<file path="config.mk">
export PLATFORM = sky130hd
export DESIGN_NAME = periodic_pin_sampler_flat
export DESIGN_NICKNAME = d
export VERILOG_FILES = /design/src/pps_pkg.sv /design/src/pps_in_if.sv /design/src/pps_out_if.sv /design/src/pps_unit_ram.sv /design/src/pps_ring_ram.sv /design/src/pps_avg_div.sv /design/src/periodic_pin_sampler.sv /design/src/flat_wrapper.sv
export VERILOG_INCLUDE_DIRS = /design/src /design/src/src
export SDC_FILE = /design/constraint.sdc
export NUM_CORES = 2
export LEC_CHECK = 0
export BUFFER_PORTS_ARGS = -buffer_cell sky130_fd_sc_hd__buf_2
export CAP_MARGIN = 10
export CELL_PAD_IN_SITES_DETAIL_PLACEMENT = 1
export CELL_PAD_IN_SITES_GLOBAL_PLACEMENT = 1
export CORE_ASPECT_RATIO = 0.9
export CORE_MARGIN = 2
export CORE_UTILIZATION = 25
export DETAILED_ROUTE_END_ITERATION = 8
export PLACE_DENSITY = 0.49
export RECOVER_POWER = 50
export SETUP_SLACK_MARGIN = 0.1
export SYNTH_ARGS = -nofsm -noshare
export SYNTH_HDL_FRONTEND = slang
export SYNTH_SLANG_ARGS = --single-unit
</file>
<file path="constraint.sdc">
create_clock -name clk -period 14 [get_ports clk]
set_clock_uncertainty 0.15 [all_clocks]
set_input_delay 2.8 -clock clk [delete_from_list [all_inputs] [get_ports clk]]
set_output_delay 2.8 -clock clk [all_outputs]
set_load 0.02 [all_outputs]
</file>
<file path="src/periodic_pin_sampler_assert.svh">
// assertion macros for the periodic pin sampler
`ifndef PERIODIC_PIN_SAMPLER_ASSERT_SVH
`define PERIODIC_PIN_SAMPLER_ASSERT_SVH

`ifndef SYNTHESIS

// checked outside reset
`define PPS_ASSERT(lbl, clk_sig, rst_sig, prop, msg) \
  lbl: assert property (@(posedge clk_sig) disable iff (rst_sig) prop) else $error(msg);

// checked on every edge, reset included
`define PPS_ASSERT_ALWAYS(lbl, clk_sig, prop, msg) \
  lbl: assert property (@(posedge clk_sig) prop) else $error(msg);

`else

`define PPS_ASSERT(lbl, clk_sig, rst_sig, prop, msg)
`define PPS_ASSERT_ALWAYS(lbl, clk_sig, prop, msg)

`endif

`endif

</file>
<file path="src/pps_pkg.sv">
// types, codes and constants of the periodic pin sampler
package pps_pkg;

  localparam int DIGITAL_PINS_DEF    = 14;
  localparam int ANALOG_CHANNELS_DEF = 8;
  localparam int HISTORY_DEPTH_DEF   = 16;

  localparam int MODE_W   = 3;
  localparam int PIN_W    = 4;
  localparam int LEVEL_W  = 14;
  localparam int PERIOD_W = 16;
  localparam int LAT_W    = 10;
  localparam int COUNT_W  = 32;
  localparam int AUX_W    = 32;
  localparam int DATA_W   = 32;

  // pin number of each analog channel
  localparam int MAP_N = 8;
  localparam logic [PIN_W-1:0] ANALOG_PIN_LIST [MAP_N] = '{
    4'd0, 4'd1, 4'd4, 4'd9, 4'd10, 4'd11, 4'd12, 4'd13
  };

  typedef enum logic [MODE_W-1:0] {
    MODE_TICK      = 3'd0,
    MODE_ADC       = 3'd1,
    MODE_DIG_START = 3'd2,
    MODE_DIG_STOP  = 3'd3,
    MODE_DIG_QUERY = 3'd4,
    MODE_ANA_START = 3'd5,
    MODE_ANA_STOP  = 3'd6,
    MODE_ANA_AVG   = 3'd7
  } pps_mode_t;

  localparam logic REPLY_DIGITAL = 1'b0;
  localparam logic REPLY_ANALOG  = 1'b1;

  typedef enum logic [2:0] {
    ST_IDLE,
    ST_WALK,
    ST_CMD,
    ST_AVG_SUM,
    ST_AVG_DIV
  } pps_state_t;

  // one schedule entry; aux is the history of a digital pin, or for an
  // analog channel {wrapped, write index, latest reading}, latest reading from bit 0 up
  typedef struct packed {
    logic                active;
    logic [PERIOD_W-1:0] period;
    logic [COUNT_W-1:0]  base;
    logic [AUX_W-1:0]    aux;
  } pps_unit_t;

  // last match wins, unmapped pins give channel 0
  function automatic logic [2:0] channel_of(input logic [PIN_W-1:0] pin,
                                            input int channels);
    logic [2:0] ch;
    ch = '0;
    for (int c = 0; c < MAP_N; c++) begin
      if (c < channels && ANALOG_PIN_LIST[c] == pin) begin
        ch = 3'(c);
      end
    end
    return ch;
  endfunction

endpackage

</file>
<file path="src/pps_in_if.sv">
// command channel of the periodic pin sampler
interface pps_in_if;
  import pps_pkg::*;

  logic                valid;
  logic                ready;
  logic [MODE_W-1:0]   mode;
  logic [PIN_W-1:0]    pin;
  logic [LEVEL_W-1:0]  pin_levels;
  logic [PERIOD_W-1:0] interval;
  logic [LAT_W-1:0]    reading;

  modport source (output valid, mode, pin, pin_levels, interval, reading, input ready);
  modport sink (input valid, mode, pin, pin_levels, interval, reading, output ready);
endinterface

</file>
<file path="src/pps_out_if.sv">
// reply channel of the periodic pin sampler
interface pps_out_if;
  import pps_pkg::*;

  logic              valid;
  logic              ready;
  logic              reply_kind;
  logic [PIN_W-1:0]  reply_pin;
  logic [DATA_W-1:0] reply_data;

  modport source (output valid, reply_kind, reply_pin, reply_data, input ready);
  modport sink (input valid, reply_kind, reply_pin, reply_data, output ready);
endinterface

</file>
<file path="src/pps_unit_ram.sv">
// schedule table memory, one entry per pin or channel, zero until written
module pps_unit_ram #(
  parameter int DEPTH = 22,
  parameter int AW    = 5
) (
  input  logic                clk,
  input  logic                rst,
  input  logic                we,
  input  logic [AW-1:0]       waddr,
  input  pps_pkg::pps_unit_t  wdata,
  input  logic                re,
  input  logic [AW-1:0]       raddr,
  output pps_pkg::pps_unit_t  rdata
);
  import pps_pkg::*;

  pps_unit_t        mem [DEPTH];
  logic [DEPTH-1:0] written;
  pps_unit_t        rd_q;
  logic             rd_written;

  always_ff @(posedge clk) begin
    if (we) begin
      mem[waddr] <= wdata;
    end
    if (re) begin
      rd_q <= mem[raddr];
    end
  end

  always_ff @(posedge clk) begin
    if (rst) begin
      written    <= '0;
      rd_written <= 1'b0;
    end else begin
      if (we) begin
        written[waddr] <= 1'b1;
      end
      if (re) begin
        rd_written <= written[raddr];
      end
    end
  end

  assign rdata = rd_written ? rd_q : '0;
endmodule

</file>
<file path="src/pps_ring_ram.sv">
// sample ring memory, all channels in one array
module pps_ring_ram #(
  parameter int DEPTH = 128,
  parameter int AW    = 7
) (
  input  logic                      clk,
  input  logic                      we,
  input  logic [AW-1:0]             waddr,
  input  logic [pps_pkg::LAT_W-1:0] wdata,
  input  logic                      re,
  input  logic [AW-1:0]             raddr,
  output logic [pps_pkg::LAT_W-1:0] rdata
);
  import pps_pkg::*;

  logic [LAT_W-1:0] mem [DEPTH];

  always_ff @(posedge clk) begin
    if (we) begin
      mem[waddr] <= wdata;
    end
    if (re) begin
      rdata <= mem[raddr];
    end
  end
endmodule

</file>
<file path="src/pps_avg_div.sv">
// ring average divide: division by the ring depth through a reciprocal multiply
module pps_avg_div #(
  parameter int DIVISOR = 16,
  parameter int DIV_W   = 14
) (
  input  logic                      clk,
  input  logic                      rst,
  input  logic                      start,
  input  logic [DIV_W-1:0]          dividend,
  output logic                      busy,
  output logic [pps_pkg::LAT_W-1:0] quotient
);
  import pps_pkg::*;

  // floor(n * RECIP / 2^SHIFT) equals floor(n / DIVISOR) for every DIV_W-bit n
  localparam int     SHIFT   = DIV_W + $clog2(DIVISOR);
  localparam int     RECIP_W = DIV_W + 2;
  localparam int     PROD_W  = DIV_W + RECIP_W;
  localparam longint RECIP   = ((longint'(1) << SHIFT) + longint'(DIVISOR) - 1) /
                               longint'(DIVISOR);

  logic [DIV_W-1:0]  num;
  logic [PROD_W-1:0] prod;

  assign prod = PROD_W'(num) * PROD_W'(RECIP_W'(RECIP));

  // sum is latched first, multiply runs in the busy cycle
  always_ff @(posedge clk) begin
    if (rst) begin
      busy <= 1'b0;
    end else begin
      busy <= start;
    end
  end

  always_ff @(posedge clk) begin
    if (start) begin
      num <= dividend;
    end
    if (busy) begin
      quotient <= LAT_W'(prod >> SHIFT);
    end
  end
endmodule

</file>
<file path="src/periodic_pin_sampler.sv">
// periodic pin sampler: schedule walk, commands and queries over two memories
//
//   channel  dir  payload                                   transfer when
//   cmd      in   mode, pin, pin_levels, interval, reading  valid && ready
//   reply    out  reply_kind, reply_pin, reply_data         valid && ready
//
// a tick walks every table entry in order, one table read per entry
// start, stop and reading do a table read, then a write back; a digital query reads the table and loads the reply
// analog average: one ring read per entry, then a registered reciprocal divide
// cmd ready is high only while idle; a reply waits in its own register, and a
// query that finds that register still full holds until it drains
// synchronous reset clears the table valid bits and the tick count at once
`include "periodic_pin_sampler_assert.svh"

module periodic_pin_sampler #(
  parameter int DIGITAL_PINS    = pps_pkg::DIGITAL_PINS_DEF,
  parameter int ANALOG_CHANNELS = pps_pkg::ANALOG_CHANNELS_DEF,
  parameter int HISTORY_DEPTH   = pps_pkg::HISTORY_DEPTH_DEF
) (
  input logic      clk,
  input logic      rst,
  pps_in_if.sink   cmd,
  pps_out_if.source reply
);
  import pps_pkg::*;

  localparam int UNIT_N  = DIGITAL_PINS + ANALOG_CHANNELS;
  localparam int UNIT_AW = $clog2(UNIT_N);
  localparam int LV_W    = 2 ** UNIT_AW;
  localparam int RING_N  = ANALOG_CHANNELS * HISTORY_DEPTH;
  localparam int RING_AW = $clog2(RING_N);
  localparam int IDX_W   = $clog2(HISTORY_DEPTH);
  localparam int CH_W    = (ANALOG_CHANNELS > 1) ? $clog2(ANALOG_CHANNELS) : 1;
  localparam int SUM_W   = LAT_W + IDX_W;

  pps_state_t state, state_next;

  // accepted item
  pps_mode_t           it_mode;
  logic [PIN_W-1:0]    it_pin;
  logic [LEVEL_W-1:0]  it_levels;
  logic [PERIOD_W-1:0] it_interval;
  logic [LAT_W-1:0]    it_reading;

  logic [COUNT_W-1:0]  tick_count;
  logic [UNIT_AW-1:0]  unit_addr;

  // table ports
  logic               unit_we, unit_re;
  logic [UNIT_AW-1:0] unit_waddr, unit_raddr;
  pps_unit_t          unit_wdata, ent;

  // ring ports
  logic               ring_we, ring_re;
  logic [RING_AW-1:0] ring_waddr, ring_raddr;
  logic [LAT_W-1:0]   ring_wdata, ring_rdata;

  // average
  logic [IDX_W-1:0] avg_idx, avg_widx, avg_idx_inc;
  logic             avg_wrapped;
  logic [SUM_W-1:0] avg_sum, sum_next;
  logic [LAT_W-1:0] avg_val;
  logic             div_start, div_busy;
  logic [LAT_W-1:0] div_q;

  // reply register
  logic              rsp_valid, rsp_kind, rsp_load, rsp_kind_next;
  logic [PIN_W-1:0]  rsp_pin;
  logic [DATA_W-1:0] rsp_data, rsp_data_next;
  logic              out_free;

  logic               accept;
  pps_mode_t          in_mode;
  logic [CH_W-1:0]    in_ch;
  logic [UNIT_AW-1:0] acc_addr;
  logic               dig_ok;

  // decode of the entry in the read register
  logic               ent_is_analog, fire, walk_last, lv_bit;
  logic [COUNT_W-1:0] elapsed;
  logic [CH_W-1:0]    ent_ch;
  logic [IDX_W-1:0]   ent_widx;
  logic               ent_wrapped, widx_last;
  logic [LAT_W-1:0]   ent_latest;
  logic [RING_AW-1:0] ring_base;
  logic [LV_W-1:0]    lv_ext;
  pps_unit_t          walk_entry;

  assign accept  = cmd.valid && cmd.ready;
  assign in_mode = pps_mode_t'(cmd.mode);
  assign in_ch   = CH_W'(channel_of(cmd.pin, ANALOG_CHANNELS));
  assign dig_ok  = (5'(it_pin) < 5'(DIGITAL_PINS));
  assign out_free = !rsp_valid || reply.ready;

  always_comb begin
    case (in_mode)
      MODE_TICK: acc_addr = '0;
      MODE_DIG_START, MODE_DIG_STOP, MODE_DIG_QUERY: acc_addr = UNIT_AW'(cmd.pin);
      default: acc_addr = UNIT_AW'(DIGITAL_PINS) + UNIT_AW'(in_ch);
    endcase
  end

  assign ent_is_analog = unit_addr >= UNIT_AW'(DIGITAL_PINS);
  assign elapsed       = tick_count - ent.base;
  assign fire          = ent.active && (elapsed >= COUNT_W'(ent.period));
  assign walk_last     = unit_addr == UNIT_AW'(UNIT_N - 1);
  assign ent_ch        = CH_W'(unit_addr - UNIT_AW'(DIGITAL_PINS));
  assign ent_latest    = ent.aux[LAT_W-1:0];
  assign ent_widx      = ent.aux[LAT_W +: IDX_W];
  assign ent_wrapped   = ent.aux[LAT_W + IDX_W];
  assign widx_last     = ent_widx == IDX_W'(HISTORY_DEPTH - 1);
  assign ring_base     = RING_AW'(int'(ent_ch) * HISTORY_DEPTH);
  assign lv_ext        = LV_W'(it_levels);
  assign lv_bit        = lv_ext[unit_addr];

  always_comb begin
    walk_entry      = ent;
    walk_entry.base = ent.base + COUNT_W'(ent.period);
    if (ent_is_analog) begin
      walk_entry.aux[LAT_W +: IDX_W]  = widx_last ? '0 : ent_widx + IDX_W'(1);
      walk_entry.aux[LAT_W + IDX_W]   = ent_wrapped || widx_last;
    end else begin
      walk_entry.aux = {ent.aux[AUX_W-2:0], lv_bit};
    end
  end

  // entries never written since reset count as zero
  assign avg_val     = (avg_wrapped || avg_idx < avg_widx) ? ring_rdata : '0;
  assign sum_next    = avg_sum + SUM_W'(avg_val);
  assign avg_idx_inc = avg_idx + IDX_W'(1);

  always_comb begin
    state_next    = state;
    unit_re       = 1'b0;
    unit_raddr    = '0;
    unit_we       = 1'b0;
    unit_waddr    = unit_addr;
    unit_wdata    = ent;
    ring_re       = 1'b0;
    ring_raddr    = ring_base;
    ring_we       = 1'b0;
    ring_waddr    = ring_base + RING_AW'(ent_widx);
    ring_wdata    = ent_latest;
    div_start     = 1'b0;
    rsp_load      = 1'b0;
    rsp_kind_next = REPLY_DIGITAL;
    rsp_data_next = ent.aux;
    case (state)
      ST_IDLE: begin
        if (accept) begin
          unit_re    = 1'b1;
          unit_raddr = acc_addr;
          state_next = (in_mode == MODE_TICK) ? ST_WALK : ST_CMD;
        end
      end
      ST_WALK: begin
        if (fire) begin
          unit_we    = 1'b1;
          unit_wdata = walk_entry;
          ring_we    = ent_is_analog;
        end
        if (walk_last) begin
          state_next = ST_IDLE;
        end else begin
          unit_re    = 1'b1;
          unit_raddr = unit_addr + UNIT_AW'(1);
        end
      end
      ST_CMD: begin
        state_next = ST_IDLE;
        case (it_mode)
          MODE_ADC: begin
            unit_we                    = 1'b1;
            unit_wdata.aux[LAT_W-1:0]  = it_reading;
          end
          MODE_DIG_START, MODE_ANA_START: begin
            unit_we           = dig_ok || it_mode == MODE_ANA_START;
            unit_wdata.active = 1'b1;
            unit_wdata.base   = tick_count;
            unit_wdata.period = it_interval;
          end
          MODE_DIG_STOP, MODE_ANA_STOP: begin
            unit_we           = dig_ok || it_mode == MODE_ANA_STOP;
            unit_wdata.active = 1'b0;
            unit_wdata.base   = '0;
            unit_wdata.period = '0;
          end
          MODE_DIG_QUERY: begin
            if (dig_ok) begin
              if (out_free) begin
                rsp_load = 1'b1;
              end else begin
                state_next = ST_CMD;
              end
            end
          end
          MODE_ANA_AVG: begin
            ring_re    = 1'b1;
            state_next = ST_AVG_SUM;
          end
          default: state_next = ST_IDLE;
        endcase
      end
      ST_AVG_SUM: begin
        if (avg_idx == IDX_W'(HISTORY_DEPTH - 1)) begin
          div_start  = 1'b1;
          state_next = ST_AVG_DIV;
        end else begin
          ring_re    = 1'b1;
          ring_raddr = ring_base + RING_AW'(avg_idx_inc);
        end
      end
      ST_AVG_DIV: begin
        rsp_kind_next = REPLY_ANALOG;
        rsp_data_next = DATA_W'(div_q);
        if (!div_busy && out_free) begin
          rsp_load   = 1'b1;
          state_next = ST_IDLE;
        end
      end
      default: state_next = ST_IDLE;
    endcase
  end

  always_ff @(posedge clk) begin
    if (rst) begin
      state      <= ST_IDLE;
      tick_count <= '0;
      rsp_valid  <= 1'b0;
    end else begin
      state <= state_next;
      if (accept && in_mode == MODE_TICK) begin
        tick_count <= tick_count + COUNT_W'(1);
      end
      if (rsp_load) begin
        rsp_valid <= 1'b1;
      end else if (reply.ready) begin
        rsp_valid <= 1'b0;
      end
    end
  end

  always_ff @(posedge clk) begin
    if (accept) begin
      it_mode     <= in_mode;
      it_pin      <= cmd.pin;
      it_levels   <= cmd.pin_levels;
      it_interval <= cmd.interval;
      it_reading  <= cmd.reading;
    end
    if (unit_re) begin
      unit_addr <= unit_raddr;
    end
    if (state == ST_CMD && it_mode == MODE_ANA_AVG) begin
      avg_idx     <= '0;
      avg_sum     <= '0;
      avg_widx    <= ent_widx;
      avg_wrapped <= ent_wrapped;
    end else if (state == ST_AVG_SUM) begin
      avg_idx <= avg_idx_inc;
      avg_sum <= sum_next;
    end
    if (rsp_load) begin
      rsp_kind <= rsp_kind_next;
      rsp_pin  <= it_pin;
      rsp_data <= rsp_data_next;
    end
  end

  assign cmd.ready        = state == ST_IDLE;
  assign reply.valid      = rsp_valid;
  assign reply.reply_kind = rsp_kind;
  assign reply.reply_pin  = rsp_pin;
  assign reply.reply_data = rsp_data;

  pps_unit_ram #(
    .DEPTH (UNIT_N),
    .AW    (UNIT_AW)
  ) u_unit_ram (
    .clk   (clk),
    .rst   (rst),
    .we    (unit_we),
    .waddr (unit_waddr),
    .wdata (unit_wdata),
    .re    (unit_re),
    .raddr (unit_raddr),
    .rdata (ent)
  );

  pps_ring_ram #(
    .DEPTH (RING_N),
    .AW    (RING_AW)
  ) u_ring_ram (
    .clk   (clk),
    .we    (ring_we),
    .waddr (ring_waddr),
    .wdata (ring_wdata),
    .re    (ring_re),
    .raddr (ring_raddr),
    .rdata (ring_rdata)
  );

  pps_avg_div #(
    .DIVISOR (HISTORY_DEPTH),
    .DIV_W   (SUM_W)
  ) u_avg_div (
    .clk      (clk),
    .rst      (rst),
    .start    (div_start),
    .dividend (sum_next),
    .busy     (div_busy),
    .quotient (div_q)
  );

  `PPS_ASSERT(a_no_same_entry_rw, clk, rst, (unit_we && unit_re) |-> (unit_waddr != unit_raddr), "table read and write hit the same entry")
  `PPS_ASSERT(a_ring_write_in_walk, clk, rst, ring_we |-> (state == ST_WALK && ent_is_analog), "ring written outside the analog walk")
  `PPS_ASSERT(a_div_start_idle, clk, rst, div_start |-> !div_busy, "divider restarted while busy")
  `PPS_ASSERT_ALWAYS(a_reset_clears, clk, rst |=> (state == ST_IDLE && !rsp_valid), "control not cleared by reset")
endmodule
</file>
<file path="src/flat_wrapper.sv">
// flat-port wrapper written by rule: the top's interface ports become plain ports
module periodic_pin_sampler_flat import pps_pkg::*;
#(
  parameter int DIGITAL_PINS    = pps_pkg::DIGITAL_PINS_DEF,
  parameter int ANALOG_CHANNELS = pps_pkg::ANALOG_CHANNELS_DEF,
  parameter int HISTORY_DEPTH   = pps_pkg::HISTORY_DEPTH_DEF
)
  (clk, rst, cmd_valid, cmd_mode, cmd_pin, cmd_pin_levels, cmd_interval, cmd_reading, cmd_ready, reply_valid, reply_reply_kind, reply_reply_pin, reply_reply_data, reply_ready);
  pps_in_if cmd_i ();
  pps_out_if reply_i ();
  input logic clk;
  input logic rst;
  input wire logic [$bits(cmd_i.valid)-1:0] cmd_valid;
  input wire logic [$bits(cmd_i.mode)-1:0] cmd_mode;
  input wire logic [$bits(cmd_i.pin)-1:0] cmd_pin;
  input wire logic [$bits(cmd_i.pin_levels)-1:0] cmd_pin_levels;
  input wire logic [$bits(cmd_i.interval)-1:0] cmd_interval;
  input wire logic [$bits(cmd_i.reading)-1:0] cmd_reading;
  output wire logic [$bits(cmd_i.ready)-1:0] cmd_ready;
  output wire logic [$bits(reply_i.valid)-1:0] reply_valid;
  output wire logic [$bits(reply_i.reply_kind)-1:0] reply_reply_kind;
  output wire logic [$bits(reply_i.reply_pin)-1:0] reply_reply_pin;
  output wire logic [$bits(reply_i.reply_data)-1:0] reply_reply_data;
  input wire logic [$bits(reply_i.ready)-1:0] reply_ready;
  assign cmd_i.valid = cmd_valid;
  assign cmd_i.mode = cmd_mode;
  assign cmd_i.pin = cmd_pin;
  assign cmd_i.pin_levels = cmd_pin_levels;
  assign cmd_i.interval = cmd_interval;
  assign cmd_i.reading = cmd_reading;
  assign cmd_ready = cmd_i.ready;
  assign reply_valid = reply_i.valid;
  assign reply_reply_kind = reply_i.reply_kind;
  assign reply_reply_pin = reply_i.reply_pin;
  assign reply_reply_data = reply_i.reply_data;
  assign reply_i.ready = reply_ready;
  periodic_pin_sampler #(.DIGITAL_PINS(DIGITAL_PINS), .ANALOG_CHANNELS(ANALOG_CHANNELS), .HISTORY_DEPTH(HISTORY_DEPTH)) u_core (.clk(clk), .rst(rst), .cmd(cmd_i), .reply(reply_i));
endmodule
</file>
==> impl_metrics.env <==
export IMPL_grt_antenna_before_repair=25
export IMPL_drc=0
export IMPL_critical_path_max_fanout=47
export IMPL_pre_cts_slack_ns=5.22
export IMPL_clock_sinks=3345
export IMPL_grtUsageTotal_pct=15.8
export IMPL_violations="capacitance limit, slew limit"
export IMPL_layout_common_cells="edfxtp_1 (3,267), nand2_1 (2,050), a311oi_1 (394), nand3_1 (391), clkbuf_16 (384)"
export IMPL_first_global_vias=85900
export IMPL_synth_seq_area_share_pct=73.4
export IMPL_synth_cell_type_count=92
export IMPL_avgViaCountPerCell=4.91
export IMPL_die_w_um=781
export IMPL_htreeDepth=5
export IMPL_gp_congestion=0.792
export IMPL_dpl_cell_area_um2=145000
export IMPL_synth_edf_count=3267
export IMPL_design_area_um2=157000
export IMPL_vias=83100
export IMPL_p_leak_nw=49.8
export IMPL_yosysWarnings=0
export IMPL_die_area_um2=549000
export IMPL_ir_worst_vdd_v=0.000102
export IMPL_ios=90
export IMPL_worst_pin_slew_ns=4.53
export IMPL_grt_setup_unrepaired="false"
export IMPL_timing_rr_end="u_core.u_ring_ram.mem[105][4]"
export IMPL_yosys_area_top_type="edfxtp_1"
export IMPL_core_um2=540000
export IMPL_root_buffer="clkbuf_16"
export IMPL_routed_wl_um=447000
export IMPL_start_kind="register"
export IMPL_synth_area_um2=136000
export IMPL_crit_arrival_ns=11.33
export IMPL_clkTransAtPathRegs_ns=0.06
export IMPL_synth_seq_cells=3345
export IMPL_end_kind="register"
export IMPL_dp_hpwl_um=250000
export IMPL_numCtsBuffers=380
export IMPL_wl_per_cell_um=26.4
export IMPL_layout_drive_gt1_share_pct=10.8
export IMPL_drt_first_pass_iters=6
export IMPL_cts_tree="done"
export IMPL_r2r_start="u_core.u_unit_ram.rd_written"
export IMPL_hold_class="reg2reg"
export IMPL_min_from="u_core.u_avg_div.num[12]"
export IMPL_start_util_pct=25.1
export IMPL_cts_repair_resized=0
export IMPL_power_density_nw_per_um2=151
export IMPL_postCtsHoldBufs=0
export IMPL_period_share_pct=78.0
export IMPL_maxCapViolCount=36
export IMPL_r2r_cells=22
export IMPL_finalWorstSetupSlack_ns=3.08
export IMPL_ys_flop_type="edfxtp_1"
export IMPL_clk_latency_ns=1.03
export IMPL_grt_first_pass_wirelength_um=643000
export IMPL_cp_required_ns=14.41
export IMPL_overflow=0
export IMPL_clock_path_buffers=4
export IMPL_grt_max_degree=172
export IMPL_layout_commonest_cell="edfxtp_1"
export IMPL_die_y_um=703
export IMPL_post_cts_buffers=0
export IMPL_synth_fp_nets=9498
export IMPL_crit_type="reg2reg"
export IMPL_antenna_left=0
export IMPL_drv_slew=1883
export IMPL_worst_hold_path_endpoint="u_core.u_avg_div.quotient[8]"
export IMPL_outcome="complete, but fails checks"
export IMPL_hold_depth=0
export IMPL_finalHoldViolCount=0
export IMPL_netlist_top_cells_area="edfxtp_1 (72%), nand2_1 (5.7%), mux4_2 (4.4%)"
export IMPL_hold_worst_slack_ns=0.258
export IMPL_finalSetupViolCount=0
export IMPL_port_buffers=89
export IMPL_syn_instance_count=9354
export IMPL_rrSetupSlack_ns=3.08
export IMPL_finalSetupTns_ns=0
export IMPL_nNetsFinal=9527
export IMPL_timing_fmax_mhz=91.6
export IMPL_min_period_ns=10.92
export IMPL_synth_top_area_share_pct=72.3
export IMPL_fp_row_count=256
export IMPL_syn_to_final_growth_pct=15.3
export IMPL_async_reset_ff_share_pct=0
export IMPL_drt_iter0_drc=6807
export IMPL_syn_area_per_cell_um2=14.5
export IMPL_worst_slew_margin_rel_pct=-202
-- critical path, cell delays in order (launching register included) --
cell	delay (ns)
dfxtp_1	1.11
clkbuf_1	1.96
nand2_1	0.44
ha_1	0.66
nand2_1	0.15
or3_1	0.34
a21oi_1	0.23
nor2_1	0.08
nand2_1	0.09
xor2_1	0.16
ha_1	0.28
a21oi_1	0.14
o21ai_0	0.13
a21oi_1	0.15
o21ai_0	0.10
nor4b_1	0.66
nand4b_1	0.16
or4_1	0.51
o31a_2	0.35
buf_4	0.28
nand4_1	0.13
clkbuf_1	1.42
nor2_1	0.79
-- Yosys cell counts (all sizes together) (14+ instances only) --
master,number
a21oi,219
o22ai,165
xor2,34
o31ai,75
nor3,38
a21o,20
buf,119
o211ai,14
nand3,393
nor2,272
mux2i,29
clkbuf,533
or3,16
a311oi,396
inv,93
xnor2,36
and3,291
edfxtp,3267
o21ai,366
a32oi,25
mux4,263
nand4,29
a22oi,17
nor2b,22
dfxtp,78
o221ai,168
ha,90
nand2,2050
and2,17
a31oi,19
a22o,19
-- cell families after synthesis --
kind of cell | share of synthesized area (%)
AND/OR/NAND/NOR | 10.2
adder cells (fa/ha/maj) | 0.874
buffers and inverters | 2.15
AO/OA/AOI/OAI | 8.28
multiplexers | 4.67
XOR/XNOR | 0.452
flip-flops | 73.4
-- stage by stage --
stage / cells / total power, mW / utilization (%)
floorplan: 9354 / 13.0 / -
global placement: 16200 / 14.1 / 26.8
detailed placement: 16200 / 14.1 / 26.8
CTS: 16900 / 23.8 / 29.0
global route: 16900 / 24.4 / 29.0
finish: 16900 / 23.6 / 29.0
-- where the power goes --
part / total, mW / internal [mW] / switching [mW]
logic: 2.51 / 0.678 / 1.83
registers: 11.4 / 11.2 / 0.141
clock network: 9.70 / 5.53 / 4.18
total: 23.6 / 17.4 / 6.15
-- layer usage --
| metal | global-route usage, % | routed length, um |
|---|---|---|
| met4 | 3.45 | 10300 |
| met5 | 0 | 23 |
| met3 | 1.63 | 17800 |
| met1 | 22.4 | 209000 |
| met2 | 26.1 | 211000 |
-- worst max path at each step --
stage / cells past startpoint / slack [ns] / endpoint / start
3_3_place_gp: 15 / 5.18 / u_core.u_unit_ram.rd_q[35] / cmd_valid
6_report: 22 / 3.08 / u_core.u_ring_ram.mem[105][4] / u_core.u_unit_ram.rd_written
3_5_place_dp: 15 / 5.22 / u_core.u_unit_ram.rd_q[35] / cmd_valid
5_1_grt: 24 / 2.68 / u_core.u_unit_ram.mem[4][65] / u_core.u_unit_ram.rd_written
4_1_cts: 25 / 5.73 / u_core.u_unit_ram.mem[8][74] / u_core.u_unit_ram.rd_q[32]
2_1_floorplan: 22 / 3.47 / u_core.u_unit_ram.mem[15][0] / u_core.u_unit_ram.rd_written
-- area by class of cell --
| type | count | area [um2] |
|---|---|---|
| fill | 57200 | 384000 |
| sequential | 3345 | 99700 |
| multi-input combinational | 5262 | 33400 |
| clock buffer | 463 | 9920 |
| tap | 7224 | 9040 |
| clock inverter | 226 | 2050 |
| timing repair buffer | 299 | 1960 |
| inverter | 95 | 403 |
| antenna | 8 | 20.0 |
-- state kept, by name, indices dropped and copies added (netlist names), 4 cells and up --
register                   flops
u_core.avg_idx                 4
u_core.avg_sum                14
u_core.avg_widx                4
u_core.it_interval            16
u_core.it_levels              14
u_core.it_pin                  4
u_core.it_reading             10
u_core.reply.reply_data       32
u_core.reply.reply_pin         4
u_core.tick_count             32
u_core.u_avg_div.num          10
u_core.u_avg_div.quotient     10
u_core.u_ring_ram.mem       1280
u_core.u_ring_ram.rdata       10
u_core.u_unit_ram.mem       1782
u_core.u_unit_ram.rd_q        81
u_core.u_unit_ram.written     22
u_core.unit_addr               5
No activity file was read; power rests on OpenSTA's default activity.
